<file path="src/hpid_pkg.sv">
// constants, types and helpers shared by the heading pid controller
package hpid_pkg;

    localparam int FRAC_BITS  = 8;
    localparam int ERR_W      = 20;
    localparam int GAIN_W     = 24;
    localparam int LIM_W      = 19;
    localparam int DECAY_W    = 16;
    localparam int GAIN_SHIFT = 16;
    localparam int DIGIT_W    = 4;
    localparam int NUM_DIGITS = GAIN_W / DIGIT_W;
    localparam int CNT_W      = $clog2(NUM_DIGITS);
    localparam int PROD_W     = ERR_W + 1 + DIGIT_W + 2;
    localparam int LO_W       = GAIN_W - GAIN_SHIFT;
    localparam int TERM_W     = ERR_W + 1 + LO_W;
    localparam int SUM_W      = TERM_W + 2;
    localparam int IDX_W      = 3;
    localparam int CFG_W      = GAIN_W;

    localparam logic [GAIN_W-1:0]  PROP_GAIN_RST  = GAIN_W'(19661);
    localparam logic [GAIN_W-1:0]  INTEG_GAIN_RST = GAIN_W'(655);
    localparam logic [GAIN_W-1:0]  DERIV_GAIN_RST = GAIN_W'(13107);
    localparam logic [DECAY_W-1:0] DECAY_RST      = DECAY_W'(58982);

    // whole-unit default shifted into q format, saturated to the register
    function automatic logic [LIM_W-1:0] fit_lim(input int whole);
        longint v;
        longint lim_max;
        v       = longint'(whole) <<< FRAC_BITS;
        lim_max = (longint'(1) <<< LIM_W) - 1;
        if (v > lim_max) begin
            return {LIM_W{1'b1}};
        end
        return v[LIM_W-1:0];
    endfunction

    localparam logic [LIM_W-1:0] DEADZONE_RST  = fit_lim(5);
    localparam logic [LIM_W-1:0] INTEG_LIM_RST = fit_lim(100);
    localparam logic [LIM_W-1:0] OUT_LIM_RST   = fit_lim(35);

    typedef enum logic [IDX_W-1:0] {
        REG_PROP_GAIN  = 3'd0,
        REG_INTEG_GAIN = 3'd1,
        REG_DERIV_GAIN = 3'd2,
        REG_DEADZONE   = 3'd3,
        REG_DECAY      = 3'd4,
        REG_INTEG_LIM  = 3'd5,
        REG_OUT_LIM    = 3'd6
    } t_reg_idx;

    typedef enum logic [2:0] {
        S_IDLE,
        S_DECAY,
        S_UPDATE,
        S_PROP,
        S_INTEG,
        S_DERIV,
        S_FINAL,
        S_SAT
    } t_state;

endpackage

</file>
<file path="src/heading_pid_with_deadzone.sv">
// heading pid controller with error deadzone, integral decay and anti-windup
//
// Input channel: i_in_valid / o_in_stall carry one signed Q.8 heading error a
// beat. Output channel: o_out_valid / i_out_stall carry one saturated steering
// correction per input beat, in order. Config channel: i_cfg_valid /
// o_cfg_ready write register i_cfg_index with i_cfg_data; indexes above six
// are dropped. Write config only while no beat is in flight.
// All products go through one shared multiplier that takes four bits of the
// gain per cycle. An error outside the deadzone runs the proportional,
// integral and derivative products; one inside it runs the integral decay
// product first. A new beat is taken only once the block is back in idle,
// after the last result has gone into the output register.
// The result sits in an output register; the block goes on to accept and work
// on the next beat while it waits, and holds that next result until the
// register is free, so a stalling receiver only delays the following beats.
// Synchronous reset loads the default gains and limits and clears the
// integral, the previous error and the output valid.
module heading_pid_with_deadzone (
    input  logic                                  i_clk,
    input  logic                                  i_rst_n,
    input  logic                                  i_in_valid,
    output logic                                  o_in_stall,
    input  logic signed [hpid_pkg::ERR_W-1:0]     i_heading_err,
    output logic                                  o_out_valid,
    input  logic                                  i_out_stall,
    output logic signed [hpid_pkg::ERR_W-1:0]     o_steer_drive,
    input  logic                                  i_cfg_valid,
    output logic                                  o_cfg_ready,
    input  logic        [hpid_pkg::IDX_W-1:0]     i_cfg_index,
    input  logic        [hpid_pkg::CFG_W-1:0]     i_cfg_data
);
    import hpid_pkg::*;

    logic [GAIN_W-1:0]  r_prop_gain;
    logic [GAIN_W-1:0]  r_integ_gain;
    logic [GAIN_W-1:0]  r_deriv_gain;
    logic [LIM_W-1:0]   r_deadzone;
    logic [DECAY_W-1:0] r_decay;
    logic [LIM_W-1:0]   r_integ_lim;
    logic [LIM_W-1:0]   r_out_lim;

    t_state r_state;
    t_state n_state;

    logic signed [ERR_W-1:0]  r_integ;
    logic signed [ERR_W-1:0]  r_last;
    logic signed [ERR_W-1:0]  r_err;
    logic signed [ERR_W:0]    r_ib;
    logic signed [ERR_W:0]    r_dv;
    logic signed [SUM_W-1:0]  r_sum;
    logic                     r_add;
    logic signed [TERM_W-1:0] r_term;

    logic [GAIN_W-1:0]        r_mr;
    logic signed [PROD_W-1:0] r_acc;
    logic [LO_W-1:0]          r_lo;
    logic [CNT_W-1:0]         r_cnt;

    logic                     r_out_valid;
    logic signed [ERR_W-1:0]  r_out;

    logic                     in_accept;
    logic                     out_accept;
    logic                     cfg_accept;
    logic                     mult_busy;
    logic                     mult_last;
    logic                     mult_load;
    logic                     out_free;

    logic signed [ERR_W:0]    w_err_ext;
    logic signed [ERR_W:0]    w_dz;
    logic                     w_in_dz;

    logic signed [ERR_W:0]    w_mcand;
    logic signed [DIGIT_W:0]  w_digit;
    logic signed [PROD_W-1:0] w_prod;
    logic signed [PROD_W-1:0] w_psum;
    logic signed [PROD_W-1:0] n_acc;
    logic [LO_W-1:0]          n_lo;
    logic signed [TERM_W-1:0] w_term_next;
    logic [GAIN_W-1:0]        w_gain_load;

    logic signed [ERR_W:0]    w_ilim;
    logic signed [ERR_W-1:0]  w_integ_clamp;
    logic signed [SUM_W-1:0]  w_olim;
    logic signed [ERR_W-1:0]  w_out_clamp;

    assign o_cfg_ready = 1'b1;
    assign cfg_accept  = i_cfg_valid && o_cfg_ready;
    assign in_accept   = i_in_valid && !o_in_stall;
    assign out_accept  = r_out_valid && !i_out_stall;
    assign out_free    = !r_out_valid || !i_out_stall;
    assign o_out_valid   = r_out_valid;
    assign o_steer_drive = r_out;

    // deadzone test, edge counts as outside
    assign w_err_ext = {i_heading_err[ERR_W-1], i_heading_err};
    assign w_dz      = {2'b00, r_deadzone};
    assign w_in_dz   = (w_err_ext > -w_dz) && (w_err_ext < w_dz);

    // one digit step of the serial multiplier
    always_comb begin
        case (r_state)
            S_DECAY: w_mcand = {r_integ[ERR_W-1], r_integ};
            S_PROP:  w_mcand = {r_err[ERR_W-1], r_err};
            S_INTEG: w_mcand = r_ib;
            default: w_mcand = r_dv;
        endcase
    end

    assign w_digit     = {1'b0, r_mr[DIGIT_W-1:0]};
    assign w_prod      = w_mcand * w_digit;
    assign w_psum      = r_acc + w_prod;
    assign n_acc       = w_psum >>> DIGIT_W;
    assign n_lo        = {w_psum[DIGIT_W-1:0], r_lo[LO_W-1:DIGIT_W]};
    assign w_term_next = {n_acc[ERR_W:0], n_lo};

    always_comb begin
        case (n_state)
            S_DECAY: w_gain_load = {{(GAIN_W-DECAY_W){1'b0}}, r_decay};
            S_PROP:  w_gain_load = r_prop_gain;
            S_INTEG: w_gain_load = r_integ_gain;
            default: w_gain_load = r_deriv_gain;
        endcase
    end

    // saturation
    assign w_ilim = {2'b00, r_integ_lim};
    always_comb begin
        if (r_ib > w_ilim) begin
            w_integ_clamp = w_ilim[ERR_W-1:0];
        end else if (r_ib < -w_ilim) begin
            w_integ_clamp = ERR_W'(-w_ilim);
        end else begin
            w_integ_clamp = r_ib[ERR_W-1:0];
        end
    end

    assign w_olim = {{(SUM_W-LIM_W){1'b0}}, r_out_lim};
    always_comb begin
        if (r_sum > w_olim) begin
            w_out_clamp = w_olim[ERR_W-1:0];
        end else if (r_sum < -w_olim) begin
            w_out_clamp = ERR_W'(-w_olim);
        end else begin
            w_out_clamp = r_sum[ERR_W-1:0];
        end
    end

    // next state
    always_comb begin
        n_state = r_state;
        unique case (r_state)
            S_IDLE: begin
                if (in_accept) begin
                    n_state = w_in_dz ? S_DECAY : S_UPDATE;
                end
            end
            S_DECAY: begin
                if (mult_last) begin
                    n_state = S_UPDATE;
                end
            end
            S_UPDATE: n_state = S_PROP;
            S_PROP: begin
                if (mult_last) begin
                    n_state = S_INTEG;
                end
            end
            S_INTEG: begin
                if (mult_last) begin
                    n_state = S_DERIV;
                end
            end
            S_DERIV: begin
                if (mult_last) begin
                    n_state = S_FINAL;
                end
            end
            S_FINAL: n_state = S_SAT;
            S_SAT: begin
                if (out_free) begin
                    n_state = S_IDLE;
                end
            end
            default: n_state = S_IDLE;
        endcase
    end

    // state decodes
    always_comb begin
        o_in_stall = 1'b1;
        mult_busy  = 1'b0;
        unique case (r_state)
            S_IDLE:  o_in_stall = 1'b0;
            S_DECAY, S_PROP, S_INTEG, S_DERIV: mult_busy = 1'b1;
            default: mult_busy = 1'b0;
        endcase
        mult_last = mult_busy && (r_cnt == CNT_W'(NUM_DIGITS - 1));
        mult_load = (n_state != r_state) &&
                    ((n_state == S_DECAY) || (n_state == S_PROP) ||
                     (n_state == S_INTEG) || (n_state == S_DERIV));
    end

    // config registers
    always_ff @(posedge i_clk) begin
        if (!i_rst_n) begin
            r_prop_gain  <= PROP_GAIN_RST;
            r_integ_gain <= INTEG_GAIN_RST;
            r_deriv_gain <= DERIV_GAIN_RST;
            r_deadzone   <= DEADZONE_RST;
            r_decay      <= DECAY_RST;
            r_integ_lim  <= INTEG_LIM_RST;
            r_out_lim    <= OUT_LIM_RST;
        end else if (cfg_accept) begin
            unique case (t_reg_idx'(i_cfg_index))
                REG_PROP_GAIN:  r_prop_gain  <= i_cfg_data;
                REG_INTEG_GAIN: r_integ_gain <= i_cfg_data;
                REG_DERIV_GAIN: r_deriv_gain <= i_cfg_data;
                REG_DEADZONE:   r_deadzone   <= i_cfg_data[LIM_W-1:0];
                REG_DECAY:      r_decay      <= i_cfg_data[DECAY_W-1:0];
                REG_INTEG_LIM:  r_integ_lim  <= i_cfg_data[LIM_W-1:0];
                REG_OUT_LIM:    r_out_lim    <= i_cfg_data[LIM_W-1:0];
                default: ;
            endcase
        end
    end

    // control and state
    always_ff @(posedge i_clk) begin
        if (!i_rst_n) begin
            r_state     <= S_IDLE;
            r_integ     <= '0;
            r_last      <= '0;
            r_out_valid <= 1'b0;
            r_add       <= 1'b0;
            r_cnt       <= '0;
        end else begin
            r_state <= n_state;
            r_add   <= mult_last && (r_state != S_DECAY);

            if (mult_load || mult_last) begin
                r_cnt <= '0;
            end else if (mult_busy) begin
                r_cnt <= r_cnt + CNT_W'(1);
            end

            if (mult_last && (r_state == S_DECAY)) begin
                r_integ <= w_term_next[ERR_W-1:0];
            end else if (r_state == S_FINAL) begin
                r_integ <= w_integ_clamp;
            end

            if (r_state == S_UPDATE) begin
                r_last <= r_err;
            end

            if ((r_state == S_SAT) && out_free) begin
                r_out_valid <= 1'b1;
            end else if (out_accept) begin
                r_out_valid <= 1'b0;
            end
        end
    end

    // datapath
    always_ff @(posedge i_clk) begin
        if (in_accept) begin
            r_err <= w_in_dz ? '0 : i_heading_err;
        end

        if (r_state == S_UPDATE) begin
            r_ib  <= {r_integ[ERR_W-1], r_integ} + {r_err[ERR_W-1], r_err};
            r_dv  <= {r_err[ERR_W-1], r_err} - {r_last[ERR_W-1], r_last};
            r_sum <= '0;
        end else if (r_add) begin
            r_sum <= r_sum + {{(SUM_W-TERM_W){r_term[TERM_W-1]}}, r_term};
        end

        if (mult_last) begin
            r_term <= w_term_next;
        end

        if (mult_load) begin
            r_mr  <= w_gain_load;
            r_acc <= '0;
        end else if (mult_busy) begin
            r_mr  <= r_mr >> DIGIT_W;
            r_acc <= n_acc;
            r_lo  <= n_lo;
        end

        if ((r_state == S_SAT) && out_free) begin
            r_out <= w_out_clamp;
        end
    end

    // checks
    a_stall_after_beat: assert property (@(posedge i_clk) disable iff (!i_rst_n)
        in_accept |=> o_in_stall)
        else $error("input beat taken while an item is in flight");

    a_digit_count: assert property (@(posedge i_clk) disable iff (!i_rst_n)
        r_cnt <= CNT_W'(NUM_DIGITS - 1))
        else $error("digit counter out of range");

    a_integ_bounded: assert property (@(posedge i_clk) disable iff (!i_rst_n)
        (r_state == S_FINAL) |=>
            ($signed({r_integ[ERR_W-1], r_integ}) <= $past(w_ilim)) &&
            ($signed({r_integ[ERR_W-1], r_integ}) >= -$past(w_ilim)))
        else $error("integral outside its limit after clamping");

    a_out_bounded: assert property (@(posedge i_clk) disable iff (!i_rst_n)
        ((r_state == S_SAT) && out_free) |=>
            ($signed({{(SUM_W-ERR_W){r_out[ERR_W-1]}}, r_out}) <= $past(w_olim)) &&
            ($signed({{(SUM_W-ERR_W){r_out[ERR_W-1]}}, r_out}) >= -$past(w_olim)))
        else $error("result outside output limit");

    a_no_overwrite: assert property (@(posedge i_clk) disable iff (!i_rst_n)
        ((r_state == S_SAT) && r_out_valid && i_out_stall) |=> (r_state == S_SAT))
        else $error("sequencer left saturation while result still pending");

endmodule
</file>
<file path="config.mk">
export PLATFORM = sky130hd
export DESIGN_NAME = heading_pid_with_deadzone
export DESIGN_NICKNAME = d
export VERILOG_FILES = /design/src/hpid_pkg.sv /design/src/heading_pid_with_deadzone.sv
export SDC_FILE = /design/constraint.sdc
export NUM_CORES = 1
export LEC_CHECK = 0
export ABC_AREA = 1
export BUFFER_PORTS_ARGS = -buffer_cell sky130_fd_sc_hd__buf_2
export CAP_MARGIN = 20
export CORE_ASPECT_RATIO = 0.9
export CORE_MARGIN = 3
export CORE_UTILIZATION = 35
export DETAILED_ROUTE_END_ITERATION = 10
export GPL_TIMING_DRIVEN = 0
export PLACE_DENSITY = 0.53
export REMOVE_ABC_BUFFERS = 1
export SLEW_MARGIN = 20
export SYNTH_ARGS = -nofsm -noshare
export SYNTH_HDL_FRONTEND = slang
export SYNTH_SLANG_ARGS = --single-unit
</file>
<file path="constraint.sdc">
create_clock -name i_clk -period 6.85 [get_ports i_clk]
set_input_delay 1.37 -clock i_clk [delete_from_list [all_inputs] [get_ports i_clk]]
set_output_delay 1.37 -clock i_clk [all_outputs]
set_load 0.005 [all_outputs]
</file>
After elaboration in Yosys (flattened, before gate mapping)
Cells that the tools add are included.
{"block": "totals", "register_bits": 390, "inputBits": 52, "wordCells": 112}
{"block": "classes", "addsub": 8, "mul": 1, "n_lt_le_gt_ge": 6, "eq_ne": 20, "muxes": 22, "bitwise_logic": 2, "n_reduce_logical": 30}
{"operator": "$mux W20", "count": 5}
{"operator": "$pmux W24 S3", "count": 1}
{"operator": "$pmux W21 S3", "count": 1}
{"operator": "$mux W24", "count": 2}
{"operator": "$neg A19 Y21", "count": 2}
{"operator": "$add A31 B31 Y31", "count": 1}
{"operator": "$gt A31 B20 Y1", "count": 1}
{"operator": "$lt A31 B31 Y1", "count": 1}
{"operator": "$neg A19 Y31", "count": 1}
{"operator": "$eq A3 B3 Y1 const B", "count": 10}
{"operator": "$add A23 B26 Y27", "count": 1}
{"operator": "$mul A21 B5 Y26", "count": 1}
{"operator": "$pmux W3 S8", "count": 1}
{"operator": "$add A20 B20 Y21", "count": 1}
{"operator": "$gt A20 B21 Y1", "count": 1}
{"operator": "$gt A21 B20 Y1", "count": 1}
{"operator": "$lt A21 B21 Y1", "count": 1}
{"operator": "$sub A20 B20 Y21", "count": 1}
{"operator": "$lt A20 B20 Y1", "count": 1}
{"operator": "$mux W19", "count": 1}
{"operator": "$mux W3", "count": 6}
{"operator": "$reduce_and A2 Y1", "count": 8}
{"operator": "$eq A3 B2 Y1 const B", "count": 5}
{"operator": "$eq A3 B1 Y1 const B", "count": 3}
{"operator": "13 further kinds", "count": 32}

Longest topological paths before layout
{"block": "depth", "depth_word": 13, "depth_mapped": 33, "mapped_depth_nobuf": 32}

Worst setup path before layout
Ideal clock, no wire load.
{"block": "synth_timing", "kind": "register to register", "start": "register r_state[0]", "end": "register r_integ[18]", "setup_ns": 0.070, "arrival_time_ns": 4.806, "slack_ns": 1.974, "path_stages_with_launch": 29, "path_buffers": 2, "cell_sequence": "dfxtp_1 buf_2 nor2_2 nand2_2 inv_1 nor2_2 inv_1 clkbuf_1 o22ai_1 nor2_1 fa_1 fa_1 inv_1 fa_1 inv_1 ha_1 nand3_1 nand2_1 nand3_1 nand2_1 nand3_1 o21ai_0 nand2_1 nand2_1 xor2_1 nand2_1 o21ai_0 inv_1 a21oi_1"}
{"block": "synth_between", "word_cells_on_any_way": 14, "cone_classes": "add/sub: 1; mul: 1; eq/ne: 5; mux: 3; reduce/logical: 4"}
{"item": "from (decl)", "line": "heading_pid_with_deadzone.sv:42", "text": "t_state r_state;"}
{"item": "from (signal assigned)", "line": "heading_pid_with_deadzone.sv:239", "text": "r_state <= n_state;"}
{"item": "$eq A3 B3 Y1, or another cell as far along", "line": "heading_pid_with_deadzone.sv:103", "text": "case (r_state)"}
{"item": "$pmux W21 S3 *", "line": "heading_pid_with_deadzone.sv:103"}
{"item": "$mul A21 B5 Y26 *", "line": "heading_pid_with_deadzone.sv:112", "text": "assign w_prod = w_mcand * w_digit;"}
{"item": "$add A23 B26 Y27 *", "line": "heading_pid_with_deadzone.sv:113", "text": "assign w_psum = r_acc + w_prod;"}
{"item": "named net w_psum[14]", "line": "heading_pid_with_deadzone.sv:77", "text": "logic signed [PROD_W-1:0] w_psum;"}
{"item": "$mux W20 *", "line": "heading_pid_with_deadzone.sv:248", "text": "if (mult_last && (r_state == S_DECAY)) begin"}
{"item": "to (signal assigned)", "line": "heading_pid_with_deadzone.sv:249", "text": "r_integ <= w_term_next[ERR_W-1:0];"}
{"item": "to (signal assigned)", "line": "heading_pid_with_deadzone.sv:251", "text": "r_integ <= w_integ_clamp;"}
{"item": "to (decl)", "line": "heading_pid_with_deadzone.sv:45", "text": "logic signed [ERR_W-1:0] r_integ;"}
The timed path passes the listed nets; every way through them passes the cells marked *.
A chain may end at the register's enable or synchronous reset.

Final worst setup path
{"block": "layout_timing", "start": "register r_state[0]", "end": "register r_acc[17]"}
{"block": "layout_between", "word_cells_on_any_way": 31, "cone_classes": "add/sub: 1; mul: 1; eq/ne: 12; mux: 9; reduce/logical: 8"}
{"item": "$eq A3 B3 Y1, or another cell as far along", "line": "heading_pid_with_deadzone.sv:103"}
{"item": "$pmux W21 S3 *", "line": "heading_pid_with_deadzone.sv:103"}
{"item": "$mul A21 B5 Y26 *", "line": "heading_pid_with_deadzone.sv:112"}
{"item": "$add A23 B26 Y27 *", "line": "heading_pid_with_deadzone.sv:113"}
{"item": "named net w_psum[21]", "line": "heading_pid_with_deadzone.sv:77"}
{"item": "to (signal assigned)", "line": "heading_pid_with_deadzone.sv:289", "text": "r_acc <= n_acc;"}
{"item": "to (decl)", "line": "heading_pid_with_deadzone.sv:55", "text": "logic signed [PROD_W-1:0] r_acc;"}
Marked as above.

==> reports/qor.log <==
INFO  timing         period_needed=6.341ns
INFO  floorplanning  die_height=269.5µm
INFO  clocking       ctsRootBufferMaster=sky130_fd_sc_hd__clkbuf_16
INFO  timing         fin_crit_sh=0.9256
INFO  worst_setup_path r2r_cell_count=22
INFO  yosys          synth_area_per_cell=7.620µm²
INFO  yosys          fraction_of_the_yosys_area_taken_by_sequential_cells=0.3378
INFO  timing         tns=0ns
INFO  yosys          synth_adder_area_share=0.1689
INFO  timing         rsz0062_at_grt=no
INFO  floorplanning  rows=95
INFO  clocking       clock_latency=0.60ns
INFO  final_layout   layout_area_growth_over_synthesis=11.29%
INFO  routing        dr_total_vias=23270
INFO  place          hpwl=62680µm
INFO  power_and_ir_drop power.internal=6.513mW
INFO  grt            grt_first_pass_wirelength=129400µm
INFO  power_and_ir_drop power.clock.fraction=0.202
INFO  worst_setup_path cpMaxStageDelayCell=sky130_fd_sc_hd__o22ai_1
INFO  grt            globalRouteTotalUtil=0.2045
INFO  worst_setup_path cp.arrival=6.86ns
INFO  clocking       tritoncts_clock_tree=built
INFO  worst_hold_path hold_path_class=reg -> reg
INFO  power_and_ir_drop power.switching=6.094mW
INFO  yosys          yosys_most_used_dff=sky130_fd_sc_hd__dfxtp_1
INFO  timing         setup-violations-final=0
INFO  floorplanning  effective_utilization_at_floorplan=0.3576
INFO  final_layout   post_layout_nonfiller_instances=4615
INFO  clocking       cts_num_sinks=386
INFO  yosys          post-synth-top-area-cell=sky130_fd_sc_hd__dfxtp_1
INFO  worst_hold_path worst_hold_path.endpoint=r_integ_gain[23]
INFO  worst_setup_path cp_max_fo=19
INFO  place          post-place-cells=4527
INFO  floorplanning  floorplan.core_area=0.07548mm²
INFO  timing         finalHoldViolations=0
INFO  floorplanning  floorplan.die_area=0.08049mm²
INFO  yosys          synth_edf_count=139
INFO  worst_setup_path crit_path_max_incr_delay=0.67ns
INFO  worst_setup_path timing.critical_path.max_delay_family=adder cells
INFO  worst_setup_path cp.buffers_inverters=4
INFO  clocking       max_h_tree_level=2
INFO  yosys          synthesis.instances=3542
INFO  grt            maximum_number_of_pins_on_one_net_before_global_route_repair=93
INFO  worst_setup_path worstSetupEndpointType=flip-flop
INFO  yosys          ys_top_cells_by_area=sky130_fd_sc_hd__dfxtp_1 18%, sky130_fd_sc_hd__edfxtp_1 15%, sky130_fd_sc_hd__ha_1 12%
INFO  clocking       clkTransAtPathRegs=0.06ns
INFO  yosys          synth-compound-area-share=0.1457
INFO  yosys          xor_and_xnor_area_share_after_synthesis=0.03829
INFO  clocking       post-cts-setup-buffer-count=0
INFO  power_and_ir_drop swShare=0.4834
INFO  worst_setup_path cp-start-kind=flip-flop
INFO  yosys          ys_seq_elements=386
INFO  power_and_ir_drop power_per_cell_area=419.7mW/mm²
INFO  final_layout   num-nets-final=3933
INFO  timing         tightestPinTransition=1.081ns
INFO  worst_setup_path regToRegSetupSlack=0.51ns
INFO  routing        average_wire_per_cell_in_the_routed_design=18.16µm
INFO  worst_hold_path worst_hold_path.num_cells=2
INFO  grt            first_global_vias=22080
INFO  yosys          synthSimpleGateAreaFrac=0.2199
INFO  grt            grt_overflow_total=0
INFO  yosys          multiplexer_share_of_the_synthesized_area=0
INFO  grt            grt_antenna_before_repair=4
INFO  worst_setup_path r2r_path_start=r_state[0]
INFO  yosys          top_cells_by_instance_count_after_synthesis=615 x sky130_fd_sc_hd__nand2_1, 491 x sky130_fd_sc_hd__inv_1, 391 x sky130_fd_sc_hd__nor2_1, 297 x sky130_fd_sc_hd__a21oi_1, 267 x sky130_fd_sc_hd__o21ai_0
INFO  yosys          synth_top_cell_area_share=0.1832
INFO  yosys          async_reset_ff_frac=0
INFO  power_and_ir_drop power_frac_comb=0.556
INFO  place          io_buffer_count=73
INFO  timing         timing.hold.ws=0.4554ns
INFO  yosys          main_combinational_cell_family_by_area_after_synthesis=simple AND/OR/NAND/NOR gates
INFO  routing        drt_iter0_drc=1646
INFO  timing         finalMaxSlewViolations=0
INFO  worst_setup_path worstPathRequired=7.37ns
INFO  power_and_ir_drop report.power.total=12.61mW
INFO  worst_hold_path min_from=r_integ_gain[23]
INFO  worst_setup_path crit_path_cells=nor2_2, nand2_4, inv_1, nor2_4, clkinvlp_4, o22ai_1, nor2_1, fa_1, fa_1, inv_1, fa_1, inv_1, ha_1, a21oi_1, o21ai_0, nor2_1, nand3_1, nand3_1, nand2_1, xor2_1, nand2_1, a21oi_1
INFO  final_layout   share_of_the_core_filled_with_cells=0.3980
INFO  clocking       numCtsBuffers=46
INFO  final_layout   drive_gt1_frac=0.06898
INFO  clocking       cts-root-to-sink-buffers=3
INFO  timing         fmax=157.7MHz
INFO  power_and_ir_drop power_frac_seq=0.242
INFO  yosys          yosysMostFrequentCell=sky130_fd_sc_hd__nand2_1
INFO  status         status=completed
INFO  worst_setup_path setup.worst_path.class=reg -> reg
INFO  floorplanning  die_w=298.7µm
INFO  yosys          synth_area=0.02699mm²
INFO  final_layout   filler_cell_count=7856
INFO  clocking       ctsHoldBuffers=0
INFO  yosys          synth.distinct_cells=63
INFO  power_and_ir_drop ir_worst_vdd=0.4703mV
INFO  flow_run       timing.max_cap.violations=0
INFO  place          routabilityCongestion=0.8976
INFO  routing        drt_wl_total=83820µm
INFO  power_and_ir_drop p_leak=13.80nW
INFO  routing        vias_per_cell=5.043
INFO  routing        drt_pass1_iterations=5
INFO  yosys          yosys_warnings=0
INFO  routing        drtAntennaViolNets=0
INFO  worst_setup_path reg2reg_to=r_acc[17]
INFO  timing         slew_headroom=0.2769
INFO  routing        detail_route.drc_violations=0
INFO  floorplanning  io_pins=75
INFO  timing         skew=0.01902ns
[tightest hold or removal path, delay by kind of cell (launching register included)]
kind	cells	cell delay (ns)
DFF	1	0.29
buffers and inverters	1	0.06
AOI/OAI and AO/OA	1	0.06
[sequential cells by signal (all words and copies together) (netlist names)]
name and count:
r_acc 23, r_term 29, r_out_lim 19, r_dv 21
r_deriv_gain 24, r_sum 31, r_add 1, r_integ 20
r_ib 21, r_prop_gain 24, r_decay 16, r_last 20
r_state 3, o_steer_drive 20, r_lo 4, r_cnt 3
r_err 20, r_integ_gain 24, r_mr 24, o_out_valid 1
r_integ_lim 19, r_deadzone 19
[cell type report]
cell class	instances	area [µm²]	share of cell area
antenna	2	5.005	0.0001666
clock buffer	55	1215	0.04045
clock inverter	30	322.8	0.01075
inverter	510	1926	0.06410
multi-input combinational	2529	15610	0.5197
sequential	386	9120	0.3036
tap	1018	1274	0.04240
timing repair buffer	84	559.3	0.01862
timing repair inverter	1	7.507	0.0002499
[layout by cell type, fill, tap and decap left out, types with 32 or more instances in the layout]
cell	n
sky130_fd_sc_hd__nand2_1	611
sky130_fd_sc_hd__inv_1	489
sky130_fd_sc_hd__nor2_1	382
sky130_fd_sc_hd__a21oi_1	296
sky130_fd_sc_hd__o21ai_0	266
sky130_fd_sc_hd__ha_1	254
sky130_fd_sc_hd__dfxtp_1	246
sky130_fd_sc_hd__nand3_1	183
sky130_fd_sc_hd__edfxtp_1	139
sky130_fd_sc_hd__xor2_1	96
sky130_fd_sc_hd__nand4_1	83
sky130_fd_sc_hd__buf_2	73
sky130_fd_sc_hd__fa_1	69
sky130_fd_sc_hd__clkbuf_16	46
sky130_fd_sc_hd__o211ai_1	38
sky130_fd_sc_hd__nor3_1	32
[logic make-up after synthesis]
group	after synthesis
flip-flops	386
XOR/XNOR	118
other	1
buffers and inverters	627
adder cells (fa/ha/maj)	323
AND/OR/NAND/NOR	1378
AO/OA/AOI/OAI	709
[power by group through the flow]
stage / clock (mW) / combinational [mW] / sequential (mW)
after floorplan: 0 / 4.72 / 3.04
after global placement: 0 / 6.87 / 3.10
after detailed placement: 0 / 6.87 / 3.09
after CTS: 2.60 / 6.91 / 3.05
after global routing: 2.69 / 7.88 / 3.07
final: 2.55 / 7.01 / 3.05
[through the flow]
| stage | setup WS (ns) | area [µm²] |
|---|---|---|
| 3_5_place_dp | -0.08901 | 28410 |
| 4_1_cts | 0.003172 | 29970 |
| 6_report | 0.5095 | 30040 |
| 3_3_place_gp | -0.3868 | 28140 |
| 2_1_floorplan | 1.813 | 26500 |
| 5_1_grt | 0.07824 | 30030 |
[worst max-delay path by stage]
stage | to | startpoint | depth (start not counted)
6_report | r_acc[17] | r_state[0] | 22
5_1_grt | r_integ[17] | r_state[0] | 25
4_1_cts | r_integ[17] | r_state[0] | 24
3_5_place_dp | r_integ[18] | r_state[0] | 26
3_3_place_gp | r_add | r_state[0] | 6
2_1_floorplan | r_integ[18] | r_state[0] | 26
[timing repair]
action                     in CTS  in global routing
setup endpoints to repair       2                 27
resized for setup               4                 11
cloned                          0                  1
[metal layers]
metal	vias up	track usage	wire [µm]
met5	-	0	0
met4	0	0.06256	2466
met3	105	0.02260	3606
met2	524	0.3167	36020
met1	10790	0.2983	41720
li1	11850	-	-
No activity file was read; power rests on OpenSTA's default activity.
